<file path="config.mk">
export PLATFORM = sky130hd
export DESIGN_NAME = ascii_stepper_position_controller_flat
export DESIGN_NICKNAME = d
export VERILOG_FILES = /design/src/aspc_pkg.sv /design/src/aspc_if.sv /design/src/ascii_stepper_position_controller.sv /design/src/aspc_bcd.sv /design/src/aspc_motors.sv /design/src/flat_wrapper.sv
export SDC_FILE = /design/constraint.sdc
export NUM_CORES = 1
export LEC_CHECK = 0
export ABC_CLOCK_PERIOD_IN_PS = 9300
export BUFFER_PORTS_ARGS = -buffer_cell sky130_fd_sc_hd__buf_2
export CAP_MARGIN = 20
export CORE_MARGIN = 2
export CORE_UTILIZATION = 56
export DETAILED_ROUTE_END_ITERATION = 10
export GPL_TIMING_DRIVEN = 0
export PLACE_DENSITY = 0.72
export SLEW_MARGIN = 20
export SYNTH_ARGS = -nofsm -noshare
export SYNTH_HDL_FRONTEND = slang
export SYNTH_HIERARCHICAL = 1
export SYNTH_SLANG_ARGS = --single-unit
</file>
<file path="constraint.sdc">
create_clock -name clk_i -period 9.3 [get_ports clk_i]
set_clock_uncertainty 0.1 [all_clocks]
set_input_delay 1.86 -clock clk_i [delete_from_list [all_inputs] [get_ports clk_i]]
set_output_delay 1.86 -clock clk_i [all_outputs]
set_load 0.05 [all_outputs]
</file>
<file path="src/aspc_pkg.sv">
// Shared constants, types and character codes for the ASCII stepper position controller.
// Used by every module and by the channel interfaces' users; depends on nothing.
package aspc_pkg;

  // Default configuration of the controller
  localparam int MOTOR_COUNT_DEF    = 2;
  localparam int LINE_DEPTH_DEF     = 20;
  localparam int POSITION_SHIFT_DEF = 4;

  // Fixed widths
  localparam int NUM_LINES   = 2;   // motor line bits on the result item
  localparam int POS_W       = 29;  // signed position width
  localparam int ACC_W       = 24;  // holds up to seven decimal digits
  localparam int DIG_N       = 9;   // BCD digits for a 29-bit magnitude
  localparam int DIG_W       = 4;   // index width over the BCD digits
  localparam int BCD_W       = 4 * DIG_N;
  localparam int MIN_DIGITS  = 6;   // report pads to at least six digits
  localparam int CMD_MAX_LEN = 9;   // motor index, sign and seven digits
  localparam int MAX_RES     = 49;  // reply characters per transaction
  localparam int CNT_W       = 6;

  localparam logic signed [31:0] POS_MAX = 32'sd268435455;
  localparam logic signed [31:0] POS_MIN = -32'sd268435456;

  // Character codes
  localparam logic [7:0] CH_QUERY = 8'h3F;  // ?
  localparam logic [7:0] CH_HASH  = 8'h23;  // #
  localparam logic [7:0] CH_STOP  = 8'h53;  // S
  localparam logic [7:0] CH_ZERO_CMD = 8'h5A;  // Z
  localparam logic [7:0] CH_PLUS  = 8'h2B;
  localparam logic [7:0] CH_MINUS = 8'h2D;
  localparam logic [7:0] CH_CR    = 8'h0D;
  localparam logic [7:0] CH_LF    = 8'h0A;
  localparam logic [7:0] CH_DIG0  = 8'h30;
  localparam logic [7:0] CH_DIG1  = 8'h31;
  localparam logic [7:0] CH_DIG9  = 8'h39;
  localparam logic [7:0] CH_OK    = 8'h24;  // $
  localparam logic [7:0] CH_COMMA = 8'h2C;
  localparam logic [7:0] CH_EQ    = 8'h3D;
  localparam logic [7:0] CH_T     = 8'h54;
  localparam logic [7:0] CH_C     = 8'h43;

  typedef logic signed [POS_W-1:0] pos_t;

  // Motor commands issued by the sequencer
  typedef enum logic [1:0] {
    MOP_STOP,
    MOP_ZERO,
    MOP_MOVE
  } mop_e;

  typedef struct packed {
    logic valid;
    mop_e op;
    logic idx;
    pos_t value;
  } mcmd_t;

endpackage

</file>
<file path="src/aspc_if.sv">
// Valid/ready channel interfaces for request and result transactions.
// Stand-alone; payload widths follow the fixed item fields.
interface aspc_req_if;
  logic       valid;
  logic       ready;
  logic       req_type;
  logic [7:0] rx_byte;

  modport source(output valid, req_type, rx_byte, input ready);
  modport sink(input valid, req_type, rx_byte, output ready);
endinterface

interface aspc_rsp_if;
  logic       valid;
  logic       ready;
  logic       reply_valid;
  logic [7:0] reply_char;
  logic       reply_last;
  logic [1:0] step_lines;
  logic [1:0] dir_lines;
  logic [1:0] enable_n_lines;
  logic       fan_on;

  modport source(output valid, reply_valid, reply_char, reply_last, step_lines,
                 dir_lines, enable_n_lines, fan_on, input ready);
  modport sink(input valid, reply_valid, reply_char, reply_last, step_lines,
               dir_lines, enable_n_lines, fan_on, output ready);
endinterface

</file>
<file path="src/ascii_stepper_position_controller.sv">
// Top level of the ASCII stepper position controller: line buffer, command sequencer,
// reply text generation and output register. Depends on aspc_pkg, aspc_if, aspc_bcd, aspc_motors.
//
// One request transaction is handled at a time; ready is high only while the sequencer
// is idle. A move parses one digit per cycle, and for a '?' report each of the
// 2 x MOTOR_COUNT values passes through the serial BCD converter, which takes one bit
// per cycle, before its reply characters are emitted. Results leave through a registered
// output stage, so a stalled sink only holds the sequencer when a new character is due.
module ascii_stepper_position_controller import aspc_pkg::*; #(
  parameter int MOTOR_COUNT    = MOTOR_COUNT_DEF,
  parameter int LINE_DEPTH     = LINE_DEPTH_DEF,
  parameter int POSITION_SHIFT = POSITION_SHIFT_DEF
) (
  input  logic        clk_i,
  input  logic        rst_ni,
  aspc_req_if.sink    req_i,
  aspc_rsp_if.source  rsp_o
);

  localparam int LEN_W = $clog2(LINE_DEPTH + 1);
  localparam int IDX_W = $clog2(LINE_DEPTH);

  typedef enum logic [3:0] {
    ST_IDLE, ST_NONE, ST_DECODE, ST_PARSE, ST_APPLY, ST_SHORT, ST_CONV, ST_WAIT,
    ST_PRE, ST_SIGN, ST_DIG, ST_SEP, ST_CR, ST_LF
  } state_e;

  state_e           state_q;
  logic [7:0]       line_q [LINE_DEPTH];
  logic [LEN_W-1:0] len_q, n_q, k_q;
  logic             fan_q, neg_q, m_q, started_q;
  logic [7:0]       c0_q;
  logic [ACC_W-1:0] acc_q;
  logic [1:0]       fld_q, p_q;
  logic [DIG_W-1:0] dig_q;
  logic [CNT_W-1:0] cnt_q;

  // Output register
  logic       ovalid_q, orv_q, olast_q, ofan_q;
  logic [7:0] ochar_q;
  logic [1:0] ostep_q, odir_q, oen_q;

  logic accept, tick, is_eol;
  logic [7:0] cb0, cb1, kb;
  logic c_motor, c_sign, midx, is_dig;
  logic [ACC_W-1:0] acc_next;
  logic signed [31:0] mv_s, mv_sh;
  pos_t mv_sat, sel_pos, rep_v;
  logic [POS_W-1:0] rep_mag;
  mcmd_t cmd;
  logic bcd_start, bcd_busy;
  logic [BCD_W-1:0] bcd;
  logic [3:0] dig_v;
  logic emit, evld, efin, elast, out_free, go, last_fld;
  logic [7:0] ech;
  pos_t tgt [NUM_LINES];
  pos_t cur [NUM_LINES];
  logic [NUM_LINES-1:0] step_l, dir_l, en_l;

  assign req_i.ready = state_q == ST_IDLE;
  assign accept      = req_i.valid && req_i.ready;
  assign tick        = accept && req_i.req_type;
  assign is_eol      = req_i.rx_byte == CH_CR || req_i.rx_byte == CH_LF;

  // Decode the buffered line
  assign cb0     = line_q[0];
  assign cb1     = line_q[1];
  assign c_motor = cb0 > CH_DIG0 && cb0 <= 8'(CH_DIG0 + MOTOR_COUNT);
  assign c_sign  = cb1 == CH_PLUS || cb1 == CH_MINUS;
  assign midx    = 1'(cb0 - CH_DIG1);

  // Accumulate one decimal digit per cycle
  assign kb       = line_q[k_q[IDX_W-1:0]];
  assign is_dig   = kb >= CH_DIG0 && kb <= CH_DIG9;
  assign acc_next = (acc_q << 3) + (acc_q << 1) + ACC_W'(kb[3:0]);

  // Sign, scale and saturate the move target
  assign mv_s   = neg_q ? -$signed({8'b0, acc_q}) : $signed({8'b0, acc_q});
  assign mv_sh  = mv_s <<< POSITION_SHIFT;
  assign mv_sat = (mv_sh > POS_MAX) ? POS_W'(POS_MAX) :
                  (mv_sh < POS_MIN) ? POS_W'(POS_MIN) : POS_W'(mv_sh);

  // Motor command: stop and zero from decode, move after parsing
  always_comb begin
    cmd.valid = (state_q == ST_DECODE && c_motor && n_q == LEN_W'(2) &&
                 (cb1 == CH_STOP || cb1 == CH_ZERO_CMD)) || state_q == ST_APPLY;
    cmd.op    = (state_q == ST_APPLY) ? MOP_MOVE : ((cb1 == CH_STOP) ? MOP_STOP : MOP_ZERO);
    cmd.idx   = (state_q == ST_APPLY) ? m_q : midx;
    cmd.value = mv_sat;
  end

  aspc_motors #(.MOTOR_COUNT(MOTOR_COUNT)) u_motors (
    .clk_i, .rst_ni, .tick_i(tick), .cmd_i(cmd), .target_o(tgt), .current_o(cur),
    .step_o(step_l), .dir_o(dir_l), .enable_n_o(en_l)
  );

  // Report value: scaled position and its magnitude
  assign sel_pos   = fld_q[0] ? cur[fld_q[1]] : tgt[fld_q[1]];
  assign rep_v     = sel_pos >>> POSITION_SHIFT;
  assign rep_mag   = rep_v[POS_W-1] ? POS_W'(0) - rep_v : rep_v;
  assign bcd_start = state_q == ST_CONV;
  assign last_fld  = fld_q[1] == 1'(MOTOR_COUNT - 1) && fld_q[0];

  aspc_bcd u_bcd (
    .clk_i, .rst_ni, .start_i(bcd_start), .bin_i(rep_mag), .busy_o(bcd_busy), .bcd_o(bcd)
  );

  assign dig_v = bcd[dig_q*4 +: 4];

  // Character to emit in the current state
  always_comb begin
    emit = 1'b0;
    evld = 1'b1;
    efin = 1'b0;
    ech  = '0;
    unique case (state_q)
      ST_NONE: begin
        emit = 1'b1;
        evld = 1'b0;
        efin = 1'b1;
      end
      ST_SHORT: begin
        emit = 1'b1;
        ech  = c0_q;
      end
      ST_CR: begin
        emit = 1'b1;
        ech  = CH_CR;
      end
      ST_LF: begin
        emit = 1'b1;
        ech  = CH_LF;
        efin = 1'b1;
      end
      ST_PRE: begin
        emit = 1'b1;
        if (p_q == 2'd0)      ech = fld_q[0] ? CH_C : CH_T;
        else if (p_q == 2'd1) ech = CH_DIG1 + 8'(fld_q[1]);
        else                  ech = CH_EQ;
      end
      ST_SIGN: begin
        emit = 1'b1;
        ech  = neg_q ? CH_MINUS : CH_PLUS;
      end
      ST_DIG: begin
        emit = started_q || dig_v != 4'd0 || dig_q < DIG_W'(MIN_DIGITS);
        ech  = CH_DIG0 + 8'(dig_v);
      end
      ST_SEP: begin
        emit = 1'b1;
        ech  = CH_COMMA;
      end
      default: ;
    endcase
  end

  assign elast    = efin || cnt_q == CNT_W'(MAX_RES - 1);
  assign out_free = !ovalid_q || rsp_o.ready;
  assign go       = emit && out_free;

  // Line buffer: store bytes up to the depth
  always_ff @(posedge clk_i) begin
    if (accept && !req_i.req_type && !(len_q != '0 && is_eol) &&
        len_q < LEN_W'(LINE_DEPTH)) begin
      line_q[len_q[IDX_W-1:0]] <= req_i.rx_byte;
    end
  end

  // Sequencer
  always_ff @(posedge clk_i or negedge rst_ni) begin
    if (!rst_ni) begin
      state_q   <= ST_IDLE;
      len_q     <= '0;
      n_q       <= '0;
      k_q       <= '0;
      fan_q     <= 1'b0;
      neg_q     <= 1'b0;
      m_q       <= 1'b0;
      started_q <= 1'b0;
      c0_q      <= '0;
      acc_q     <= '0;
      fld_q     <= '0;
      p_q       <= '0;
      dig_q     <= '0;
      cnt_q     <= '0;
    end else begin
      unique case (state_q)
        ST_IDLE: begin
          cnt_q <= '0;
          if (accept) begin
            if (req_i.req_type) begin
              state_q <= ST_NONE;
            end else if (len_q != '0 && is_eol) begin
              n_q     <= len_q;
              state_q <= ST_DECODE;
            end else begin
              if (len_q < LEN_W'(LINE_DEPTH)) len_q <= len_q + LEN_W'(1);
              state_q <= ST_NONE;
            end
          end
        end
        ST_DECODE: begin
          len_q <= '0;
          priority if (n_q == LEN_W'(1) && cb0 == CH_QUERY) begin
            fld_q   <= '0;
            state_q <= ST_CONV;
          end else if (n_q == LEN_W'(1) && cb0 == CH_HASH) begin
            c0_q    <= fan_q ? CH_DIG1 : CH_DIG0;
            state_q <= ST_SHORT;
          end else if (n_q == LEN_W'(2) && cb0 == CH_HASH &&
                       (cb1 == CH_DIG0 || cb1 == CH_DIG1)) begin
            fan_q   <= cb1[0];
            c0_q    <= CH_OK;
            state_q <= ST_SHORT;
          end else if (c_motor) begin
            m_q <= midx;
            priority if (n_q == LEN_W'(2) && (cb1 == CH_STOP || cb1 == CH_ZERO_CMD)) begin
              c0_q    <= CH_OK;
              state_q <= ST_SHORT;
            end else if (n_q > LEN_W'(2) && c_sign) begin
              if (n_q > LEN_W'(CMD_MAX_LEN)) begin
                c0_q    <= CH_QUERY;
                state_q <= ST_SHORT;
              end else begin
                k_q     <= LEN_W'(2);
                acc_q   <= '0;
                neg_q   <= cb1 == CH_MINUS;
                state_q <= ST_PARSE;
              end
            end else begin
              state_q <= ST_NONE;
            end
          end else begin
            c0_q    <= CH_QUERY;
            state_q <= ST_SHORT;
          end
        end
        ST_PARSE: begin
          if (!is_dig) begin
            c0_q    <= CH_QUERY;
            state_q <= ST_SHORT;
          end else begin
            acc_q <= acc_next;
            k_q   <= k_q + LEN_W'(1);
            if (k_q + LEN_W'(1) == n_q) state_q <= ST_APPLY;
          end
        end
        ST_APPLY: begin
          c0_q    <= CH_OK;
          state_q <= ST_SHORT;
        end
        ST_CONV: begin
          neg_q     <= rep_v[POS_W-1];
          dig_q     <= DIG_W'(DIG_N - 1);
          started_q <= 1'b0;
          p_q       <= '0;
          state_q   <= ST_WAIT;
        end
        ST_WAIT: begin
          if (!bcd_busy) state_q <= ST_PRE;
        end
        ST_PRE: begin
          if (go) begin
            p_q <= p_q + 2'd1;
            if (p_q == 2'd2) state_q <= ST_SIGN;
          end
        end
        ST_SIGN: begin
          if (go) state_q <= ST_DIG;
        end
        ST_DIG: begin
          if (!emit || out_free) begin
            if (emit) started_q <= 1'b1;
            if (dig_q == '0) state_q <= last_fld ? ST_CR : ST_SEP;
            else             dig_q <= dig_q - DIG_W'(1);
          end
        end
        ST_SEP: begin
          if (go) begin
            fld_q   <= fld_q + 2'd1;
            state_q <= ST_CONV;
          end
        end
        ST_SHORT: begin
          if (go) state_q <= ST_CR;
        end
        ST_CR: begin
          if (go) state_q <= ST_LF;
        end
        ST_LF, ST_NONE: begin
          if (go) state_q <= ST_IDLE;
        end
        default: state_q <= ST_IDLE;
      endcase
      // Count reply characters; the last one ends the transaction
      if (go) begin
        cnt_q <= cnt_q + CNT_W'(1);
        if (elast) state_q <= ST_IDLE;
      end
    end
  end

  // Output register control
  always_ff @(posedge clk_i or negedge rst_ni) begin
    if (!rst_ni) begin
      ovalid_q <= 1'b0;
    end else if (go) begin
      ovalid_q <= 1'b1;
    end else if (rsp_o.ready) begin
      ovalid_q <= 1'b0;
    end
  end

  // Output register payload: reply character and line levels
  always_ff @(posedge clk_i) begin
    if (go) begin
      orv_q   <= evld;
      ochar_q <= ech;
      olast_q <= elast;
      ostep_q <= step_l;
      odir_q  <= dir_l;
      oen_q   <= en_l;
      ofan_q  <= fan_q;
    end
  end

  assign rsp_o.valid          = ovalid_q;
  assign rsp_o.reply_valid    = orv_q;
  assign rsp_o.reply_char     = ochar_q;
  assign rsp_o.reply_last     = olast_q;
  assign rsp_o.step_lines     = ostep_q;
  assign rsp_o.dir_lines      = odir_q;
  assign rsp_o.enable_n_lines = oen_q;
  assign rsp_o.fan_on         = ofan_q;

  // Checks
  a_len_bound: assert property (@(posedge clk_i) disable iff (!rst_ni)
    len_q <= LEN_W'(LINE_DEPTH)) else $error("line length beyond buffer depth");

  a_cnt_bound: assert property (@(posedge clk_i) disable iff (!rst_ni)
    cnt_q <= CNT_W'(MAX_RES)) else $error("reply longer than the result limit");

  a_busy_after_accept: assert property (@(posedge clk_i) disable iff (!rst_ni)
    accept |=> !req_i.ready) else $error("request taken while a transaction is open");

  a_bcd_idle: assert property (@(posedge clk_i) disable iff (!rst_ni)
    state_q == ST_IDLE |-> !bcd_busy) else $error("converter busy while idle");

endmodule

</file>
<file path="src/aspc_bcd.sv">
// Serial binary to BCD converter (shift and add-3), one bit per clock.
// Depends on aspc_pkg for the position and BCD widths.
module aspc_bcd import aspc_pkg::*; (
  input  logic               clk_i,
  input  logic               rst_ni,
  input  logic               start_i,
  input  logic [POS_W-1:0]   bin_i,
  output logic               busy_o,
  output logic [BCD_W-1:0]   bcd_o
);

  localparam int CB_W = $clog2(POS_W + 1);

  logic [POS_W-1:0] bin_q;
  logic [BCD_W-1:0] bcd_q, adj;
  logic [CB_W-1:0]  cnt_q;
  logic             busy_q;

  // Correct every digit that would overflow on the next shift
  always_comb begin
    for (int i = 0; i < DIG_N; i++) begin
      adj[4*i +: 4] = (bcd_q[4*i +: 4] >= 4'd5) ? bcd_q[4*i +: 4] + 4'd3 : bcd_q[4*i +: 4];
    end
  end

  // Control: count the bits still to shift
  always_ff @(posedge clk_i or negedge rst_ni) begin
    if (!rst_ni) begin
      busy_q <= 1'b0;
      cnt_q  <= '0;
    end else if (start_i) begin
      busy_q <= 1'b1;
      cnt_q  <= CB_W'(POS_W);
    end else if (busy_q) begin
      cnt_q <= cnt_q - CB_W'(1);
      if (cnt_q == CB_W'(1)) busy_q <= 1'b0;
    end
  end

  // Datapath: shift the next binary bit into the digits
  always_ff @(posedge clk_i) begin
    if (start_i) begin
      bin_q <= bin_i;
      bcd_q <= '0;
    end else if (busy_q) begin
      bin_q <= {bin_q[POS_W-2:0], 1'b0};
      bcd_q <= {adj[BCD_W-2:0], bin_q[POS_W-1]};
    end
  end

  assign busy_o = busy_q;
  assign bcd_o  = bcd_q;

endmodule

</file>
<file path="src/aspc_motors.sv">
// Per-motor target/current positions and step, dir and enable generation.
// Depends on aspc_pkg for position types and the motor command struct.
module aspc_motors import aspc_pkg::*; #(
  parameter int MOTOR_COUNT = MOTOR_COUNT_DEF
) (
  input  logic                 clk_i,
  input  logic                 rst_ni,
  input  logic                 tick_i,
  input  mcmd_t                cmd_i,
  output pos_t                 target_o  [NUM_LINES],
  output pos_t                 current_o [NUM_LINES],
  output logic [NUM_LINES-1:0] step_o,
  output logic [NUM_LINES-1:0] dir_o,
  output logic [NUM_LINES-1:0] enable_n_o
);

  pos_t                 tgt_q [NUM_LINES];
  pos_t                 cur_q [NUM_LINES];
  logic [NUM_LINES-1:0] act_q, step_q, dir_q, ne, lt;

  // Compare each motor's position against its target
  always_comb begin
    for (int m = 0; m < NUM_LINES; m++) begin
      ne[m] = cur_q[m] != tgt_q[m];
      lt[m] = cur_q[m] < tgt_q[m];
    end
  end

  // Advance motors on a tick, apply commands otherwise
  always_ff @(posedge clk_i or negedge rst_ni) begin
    if (!rst_ni) begin
      for (int m = 0; m < NUM_LINES; m++) begin
        tgt_q[m] <= '0;
        cur_q[m] <= '0;
      end
      act_q  <= '0;
      step_q <= '0;
      dir_q  <= '0;
    end else begin
      for (int m = 0; m < NUM_LINES; m++) begin
        if (m < MOTOR_COUNT) begin
          if (tick_i) begin
            if (!act_q[m] && ne[m]) begin
              act_q[m]  <= 1'b1;
              step_q[m] <= 1'b1;
            end else if (ne[m]) begin
              dir_q[m]  <= lt[m];
              if (!step_q[m]) cur_q[m] <= lt[m] ? cur_q[m] + pos_t'(1) : cur_q[m] - pos_t'(1);
              step_q[m] <= !step_q[m];
            end else if (act_q[m]) begin
              act_q[m] <= 1'b0;
            end
          end else if (cmd_i.valid && cmd_i.idx == 1'(m)) begin
            unique case (cmd_i.op)
              MOP_STOP: tgt_q[m] <= cur_q[m];
              MOP_ZERO: begin
                tgt_q[m] <= '0;
                cur_q[m] <= '0;
              end
              MOP_MOVE: tgt_q[m] <= cmd_i.value;
              default: ;
            endcase
          end
        end
      end
    end
  end

  assign target_o   = tgt_q;
  assign current_o  = cur_q;
  assign step_o     = step_q;
  assign dir_o      = dir_q;
  assign enable_n_o = ~act_q;

endmodule
</file>
<file path="src/flat_wrapper.sv">
// flat-port wrapper written by rule: the top's interface ports become plain ports
module ascii_stepper_position_controller_flat import aspc_pkg::*;
#(
  parameter int MOTOR_COUNT    = MOTOR_COUNT_DEF,
  parameter int LINE_DEPTH     = LINE_DEPTH_DEF,
  parameter int POSITION_SHIFT = POSITION_SHIFT_DEF
)
  (clk_i, rst_ni, req_i_valid, req_i_req_type, req_i_rx_byte, req_i_ready, rsp_o_valid, rsp_o_reply_valid, rsp_o_reply_char, rsp_o_reply_last, rsp_o_step_lines, rsp_o_dir_lines, rsp_o_enable_n_lines, rsp_o_fan_on, rsp_o_ready);
  aspc_req_if req_i_i ();
  aspc_rsp_if rsp_o_i ();
  input  logic clk_i;
  input  logic rst_ni;
  input wire logic [$bits(req_i_i.valid)-1:0] req_i_valid;
  input wire logic [$bits(req_i_i.req_type)-1:0] req_i_req_type;
  input wire logic [$bits(req_i_i.rx_byte)-1:0] req_i_rx_byte;
  output wire logic [$bits(req_i_i.ready)-1:0] req_i_ready;
  output wire logic [$bits(rsp_o_i.valid)-1:0] rsp_o_valid;
  output wire logic [$bits(rsp_o_i.reply_valid)-1:0] rsp_o_reply_valid;
  output wire logic [$bits(rsp_o_i.reply_char)-1:0] rsp_o_reply_char;
  output wire logic [$bits(rsp_o_i.reply_last)-1:0] rsp_o_reply_last;
  output wire logic [$bits(rsp_o_i.step_lines)-1:0] rsp_o_step_lines;
  output wire logic [$bits(rsp_o_i.dir_lines)-1:0] rsp_o_dir_lines;
  output wire logic [$bits(rsp_o_i.enable_n_lines)-1:0] rsp_o_enable_n_lines;
  output wire logic [$bits(rsp_o_i.fan_on)-1:0] rsp_o_fan_on;
  input wire logic [$bits(rsp_o_i.ready)-1:0] rsp_o_ready;
  assign req_i_i.valid = req_i_valid;
  assign req_i_i.req_type = req_i_req_type;
  assign req_i_i.rx_byte = req_i_rx_byte;
  assign req_i_ready = req_i_i.ready;
  assign rsp_o_valid = rsp_o_i.valid;
  assign rsp_o_reply_valid = rsp_o_i.reply_valid;
  assign rsp_o_reply_char = rsp_o_i.reply_char;
  assign rsp_o_reply_last = rsp_o_i.reply_last;
  assign rsp_o_step_lines = rsp_o_i.step_lines;
  assign rsp_o_dir_lines = rsp_o_i.dir_lines;
  assign rsp_o_enable_n_lines = rsp_o_i.enable_n_lines;
  assign rsp_o_fan_on = rsp_o_i.fan_on;
  assign rsp_o_i.ready = rsp_o_ready;
  ascii_stepper_position_controller #(.MOTOR_COUNT(MOTOR_COUNT), .LINE_DEPTH(LINE_DEPTH), .POSITION_SHIFT(POSITION_SHIFT)) u_core (.clk_i(clk_i), .rst_ni(rst_ni), .req_i(req_i_i), .rsp_o(rsp_o_i));
endmodule
</file>
* Word level (Yosys, flattened, before mapping)
Memories as Yosys holds them, arrays and structs flattened.
Index checks and enable logic that the tools add are counted.
** Word-level totals
- Logic and storage cells :: 391
- Output and inout port bits :: 19
- Flip-flop bits (word level) :: 280
- Memory bits (writable) :: 160
- Memories :: 1
** Memory list
- u_core.line_q :: depth 20, bits a word 8, rd ports 3, clocked after Yosys merged registers in 0, wr ports 1, line ascii_stepper_position_controller.sv:29 : logic [7:0] line_q [LINE_DEPTH];
** Cells by class
- Reductions and logical operators :: 86
- Equal/unequal tests :: 63
- $lt $le $gt $ge :: 22
- Bitwise gates (word level) :: 10
- $add $sub $neg :: 27
- Shifts and indexed selects :: 1
- Muxes and demuxes :: 145
** Operators with widths (number)
- two-way mux 29 bit :: 25
- two-way mux 24 bit :: 8
- case mux 29 bit (3 select lines) :: 2
- two-way mux 4 bit :: 31
- two-way mux 8 bit :: 10
- two-way mux 5 bit :: 15
- adder 29 x 2 -> 29 bit, second input constant :: 2
- less-than comparator 29 bit :: 2
- inequality test 29 bit :: 2
- subtractor 29 x 2 -> 29 bit, second input constant :: 2
- case mux 8 bit (7 select lines) :: 1
- case mux 4 bit (13 select lines) :: 1
- == test 8 x 6 -> 1 bit, second input constant :: 6
- case mux 24 bit (2 select lines) :: 1
- inequality test 2 bit, second input constant :: 19
- greater-or-equal comparator 4 x 3 -> 1 bit, second input constant :: 9
- indexed part select 36 x 7 -> 4 bit :: 1
- adder 4 x 2 -> 4 bit, second input constant :: 8
- > comparator 32 x 29 -> 1 bit, second input constant :: 1
- less-than comparator 32 x 29 -> 1 bit, second input constant :: 1
- two-way mux 1 bit :: 29
- two-way mux 28 bit :: 1
- negation 24 -> 28 bit :: 1
- nonzero test 2 bit :: 14
- other kinds (61) :: 162

* Depth between registers and ports, before layout
An unclocked memory read counts as a cell.
- Depth after elaboration :: 13
- Mapped depth :: 21

* Cells and area by module
Netlist, hierarchy kept.
** Modules (own cells, without submodules)
- ascii_stepper_position_controller :: cells an instance 1180, sequential area each 6961.7 um^2, instances 1, area each 13658.1 um^2
- aspc_motors :: cells an instance 1202, sequential area each 3052.9 um^2, instances 1, area each 9300.2 um^2
- aspc_bcd :: cells an instance 361, sequential area each 1741.7 um^2, instances 1, area each 3757.4 um^2

* Least setup slack after synthesis
Ideal clock, no wire load.
- Path kind :: reg2reg
- Start point :: register u_core.k_q[0]
- End point :: register u_core.acc_q[23]
- Cell stages (with the launch flop) :: 19
- Library setup time :: 134 ps
- Buffers on the path :: 4
- Data arrival time :: 5038 ps
- Setup slack :: 4028 ps
- Data required time :: 9066 ps
- Cells stage by stage :: dfrtp_1 > clkbuf_1 > buf_1 > buf_2 > buf_2 > mux4_2 > a21oi_1 > fa_1 > inv_1 > ha_1 > a211o_1 > o211ai_1 > a21boi_0 > o41ai_1 > o311ai_0 > o211ai_1 > mux2i_1 > a211oi_1 > o21ai_0
** On the way
- Word-level cells in the longest chain between the ends :: 5
- Elaborated cells between the ends (all ways) :: 9
- Those cells by class :: 1 x add/sub; 2 x order compare; 1 x eq/ne; 2 x mux; 2 x reduce/logical; 1 x memory
** RTL lines
- from (decl) :: line ascii_stepper_position_controller.sv:30 : logic [LEN_W-1:0] len_q, n_q, k_q;
- from (signal assigned) :: line ascii_stepper_position_controller.sv:244 : k_q <= k_q + LEN_W'(1);
- memory (20 x 8 bit) *
- parallel branches: the longest is 4 deep, another holds adder 24 x 4 -> 24 bit
- to (signal assigned) :: line ascii_stepper_position_controller.sv:243 : acc_q <= acc_next;
- to (decl) :: line ascii_stepper_position_controller.sv:33 : logic [ACC_W-1:0] acc_q;
Mark *: on every way between the ends. The select of a mux whose other input is x is not followed.
A chain may end at the register's enable or synchronous reset.

* Worst setup path after layout
Same ends and word-level chain as after synthesis.

==> impl_metrics.json <==
{
  "outcome": "finished, final reports clean",
  "min_path_type": "reg -> reg",
  "syn-instance-count": 2743,
  "clock-sinks": 436,
  "synth_xor_area_share_pct": 2.52,
  "grt_antenna_before_repair": 2,
  "cts_tree": "yes",
  "synth_area_per_cell_um2": 9.74,
  "first_iter_violations": 2853,
  "dr.max_layer_used": "met4",
  "reg2reg_from": "u_core/k_q[0]",
  "yosys_most_used_dff": "edfxtp_1",
  "required_ns": 9.69,
  "layout-drive-gt1-share_pct": 10.1,
  "dp_hpwl_um": 59000,
  "holdPathStages": 0,
  "cts.htree.levels": 2,
  "io_pins": 32,
  "yosysSeqAreaShare_pct": 44.0,
  "ys_types": 97,
  "max_stage_delay_ns": 0.75,
  "max_slew_margin_pct": 30.6,
  "timing.final.crit_share_pct": 73.0,
  "clock_latency_ns": 0.62,
  "setup_violations": 0,
  "grt_pass1_vias": 22000,
  "yosys_warnings": 6,
  "cts_hold_buf": 0,
  "cp-start-kind": "register",
  "tightestPinTransition_ns": 1.03,
  "setup_tns_ns": 0,
  "fin_util_pct": 61.9,
  "clock_path_buffers": 3,
  "synth_edf_count": 205,
  "yosys.area_share.simple_pct": 17.0,
  "end_kind": "register",
  "cp-endpoint": "u_core/acc_q[23]",
  "die_y_um": 222,
  "synthAdderAreaFrac_pct": 6.88,
  "drv_slew": 0,
  "cts_setup_buffers": 0,
  "ys_ff_latch": 436,
  "max_cap_violations": 0,
  "multi_input_area_um2": 13800,
  "areaGrowthSynthToFinish_pct": 9.88,
  "fin_crit_ns": 6.79,
  "grt_max_degree": 89,
  "fmax_mhz": 147,
  "seqCellArea_um2": 11800,
  "reg2reg_to": "u_core/acc_q[23]",
  "path_max_fanout": 10,
  "nFillCells": 3994,
  "wl_met2_um": 36800,
  "root_buffer": "clkbuf_16",
  "clk_pin_slew_ns": 0.06,
  "synth.cell_area_um2": 26700,
  "async_reset_ff_share_pct": 44.7,
  "worstRegToRegCells": 18,
  "postRouteAntennaNets": 0,
  "dieArea_um2": 49500,
  "dr_wl_met3_um": 6320,
  "drt_first_pass_iters": 5,
  "synth_mux_area_share_pct": 7.48,
  "dp_cells": 3394,
  "p_leak_nw": 11.6,
  "track_usage_pct": 32.5,
  "critical_path_class": "reg -> reg",
  "wl_met1_um": 34600,
  "num_rows": 80,
  "routed_wl_um": 80700,
  "vias": 22800,
  "finalHoldViolCount": 0,
  "grt_first_pass_wirelength_um": 126000,
  "grt_overflow": 0,
  "finalNetCount": 2988,
  "port_buffers": 30,
  "finalNonFillerCells": 3485,
  "startpoint": "u_core/k_q[0]",
  "coreArea_um2": 47400,
  "power.density_nw_per_um2": 350,
  "wl_per_cell_um": 23.2,
  "drc": 0,
  "final_common_cell": "nor2_1",
  "cts_resized": 0,
  "gp_congestion": 0.978,
  "rsz0062_at_grt": "false",
  "synth_top_family_by_area": "compound AO/OA/AOI/OAI gates",
  "setup_ws_ns": 2.51,
  "totalPowerFinal_mw": 10.3,
  "layout_common_cells": "nor2_1, nand2_1, a21oi_1, edfxtp_1, dfrtp_1",
  "vdd_drop_max_v": 0.000176,
  "start_util_pct": 56.3,
  "cp.arrival_ns": 7.19,
  "ff2ff_setup_slack_ns": 2.51,
  "vias_per_cell": 6.53,
  "antenna_cells": 0,
  "pre_cts_ws_ns": 2.64,
  "die_w_um": 222,
  "worstPathCellList": "clkbuf_1, buf_1, buf_2, buf_2, mux4_2, a21oi_1, fa_1, inv_1, ha_1, a211o_1, o211ai_1, a21boi_0, o41ai_1, o311ai_0, o211ai_1, mux2i_1, a211oi_1, o21ai_0",
  "synth_compound_area_share_pct": 17.5,
  "numCtsBuffers": 49,
  "cp_slowest_cell": "o41ai_1"
}
flip-flops by register name, summed over array words and instances (netlist names), 4 cells and up:
signal and count:
u_core/dig_q 4, u_core/cnt_q 6, u_core/u_bcd/cnt_q 5, u_core/rsp_o.reply_char 7, u_core/c0_q 5, u_core/u_motors/current_o 58
u_core/state_q 4, u_core/acc_q 24, u_core/k_q 5, u_core/u_bcd/bin_q 29, u_core/u_bcd/bcd_o 36, u_core/u_motors/target_o 58
u_core/n_q 5, u_core/len_q 5, u_core/line_q 160
cell type report:
type | count | area share (%)
Tap cell | 615 | 2.62
Multi-Input combinational cell | 1996 | 46.9
Inverter | 158 | 2.02
Buffer | 157 | 2.18
Sequential cell | 436 | 40.0
Clock inverter | 9 | 0.652
Clock buffer | 82 | 4.87
Timing Repair Buffer | 32 | 0.733
cell families (layout without fill, tap and decap cells):
logic type / Yosys count / count (layout)
buffers and inverters: 315 / 438
adder cells (fa/ha/maj): 146 / 146
flip-flops: 436 / 436
AND/OR/NAND/NOR: 918 / 918
other: 1 / 5
multiplexers: 122 / 122
XOR/XNOR: 77 / 77
AO/OA/AOI/OAI: 728 / 728
through the flow:
stage | hold slack, ns | area [um^2]
after floorplan | 0.325 | 26700
after global placement | 0.339 | 27700
after detailed placement | 0.341 | 27700
after CTS | 0.354 | 29400
after global routing | 0.357 | 29400
final | 0.358 | 29400
power by group:
group / leakage [nW] / internal [mW] / switching [mW] / total (mW)
clock: 0.774 / 1.14 / 0.816 / 1.96
combinational: 6.17 / 1.89 / 3.40 / 5.29
sequential: 4.68 / 2.51 / 0.509 / 3.02
total: 11.6 / 5.55 / 4.72 / 10.3
critical path: cells and delay by family (launching register included):
family,cells,cell delay [ns]
AO/OA/AOI/OAI,9,2.65
buffers and inverters,5,1.96
multiplexers,2,0.82
adder cells (fa/ha/maj),2,0.77
flip-flops,1,0.37
synthesized netlist by cell type, types with 8 or more instances:
master / n / area share [%]
o21a_1: 9 / 0.25
nor2b_1: 21 / 0.49
a211oi_1: 19 / 0.53
nor2_1: 239 / 3.4
buf_2: 22 / 0.41
mux2_2: 40 / 1.7
o31ai_1: 23 / 0.65
nor4_1: 32 / 0.75
and2_1: 8 / 0.19
xor2_1: 35 / 1.1
mux4_2: 58 / 4.9
nand4_1: 45 / 1.1
o211ai_1: 20 / 0.56
dfxtp_1: 36 / 2.7
or4_1: 12 / 0.34
o22ai_1: 14 / 0.33
mux2i_1: 23 / 0.86
inv_1: 155 / 2.2
o21ai_0: 165 / 3.1
a22oi_1: 60 / 1.7
buf_1: 9 / 0.13
nor3_1: 86 / 1.6
a21o_1: 29 / 0.81
nand3_1: 93 / 1.7
xnor2_1: 42 / 1.4
a21oi_1: 205 / 3.8
o32ai_1: 11 / 0.36
or2_2: 11 / 0.26
ha_1: 143 / 6.7
edfxtp_1: 205 / 23
o21ai_1: 22 / 0.41
and3_1: 20 / 0.47
clkbuf_1: 121 / 1.7
dfrtp_1: 195 / 18
o22a_1: 9 / 0.30
o21ai_2: 13 / 0.43
a211o_1: 10 / 0.33
a31oi_1: 31 / 0.73
nand2_1: 220 / 3.1
o41ai_1: 8 / 0.26
nand2b_1: 29 / 0.68
or3_1: 39 / 0.91
layer usage:
layer / track usage, % / up-vias
met2: 50.9 / 1053
met4: 12.8 / 0
met3: 4.52 / 170
met1: 46.1 / 11100
met5: 0 / -
li1: - / 10400
worst min path at each step:
stage / from / endpoint / slack [ns]
floorplan: u_core/u_motors/dir_o[0] / u_core/rsp_o.dir_lines[0] / 0.32
global placement: u_core/u_motors/dir_o[0] / u_core/rsp_o.dir_lines[0] / 0.34
detailed placement: u_core/u_motors/dir_o[0] / u_core/rsp_o.dir_lines[0] / 0.34
CTS: u_core/u_motors/dir_o[0] / u_core/rsp_o.dir_lines[0] / 0.35
global route: u_core/u_motors/dir_o[0] / u_core/rsp_o.dir_lines[0] / 0.36
finish: u_core/u_motors/dir_o[0] / u_core/rsp_o.dir_lines[0] / 0.36
Note: power is estimated with default switching activity, not from simulation.
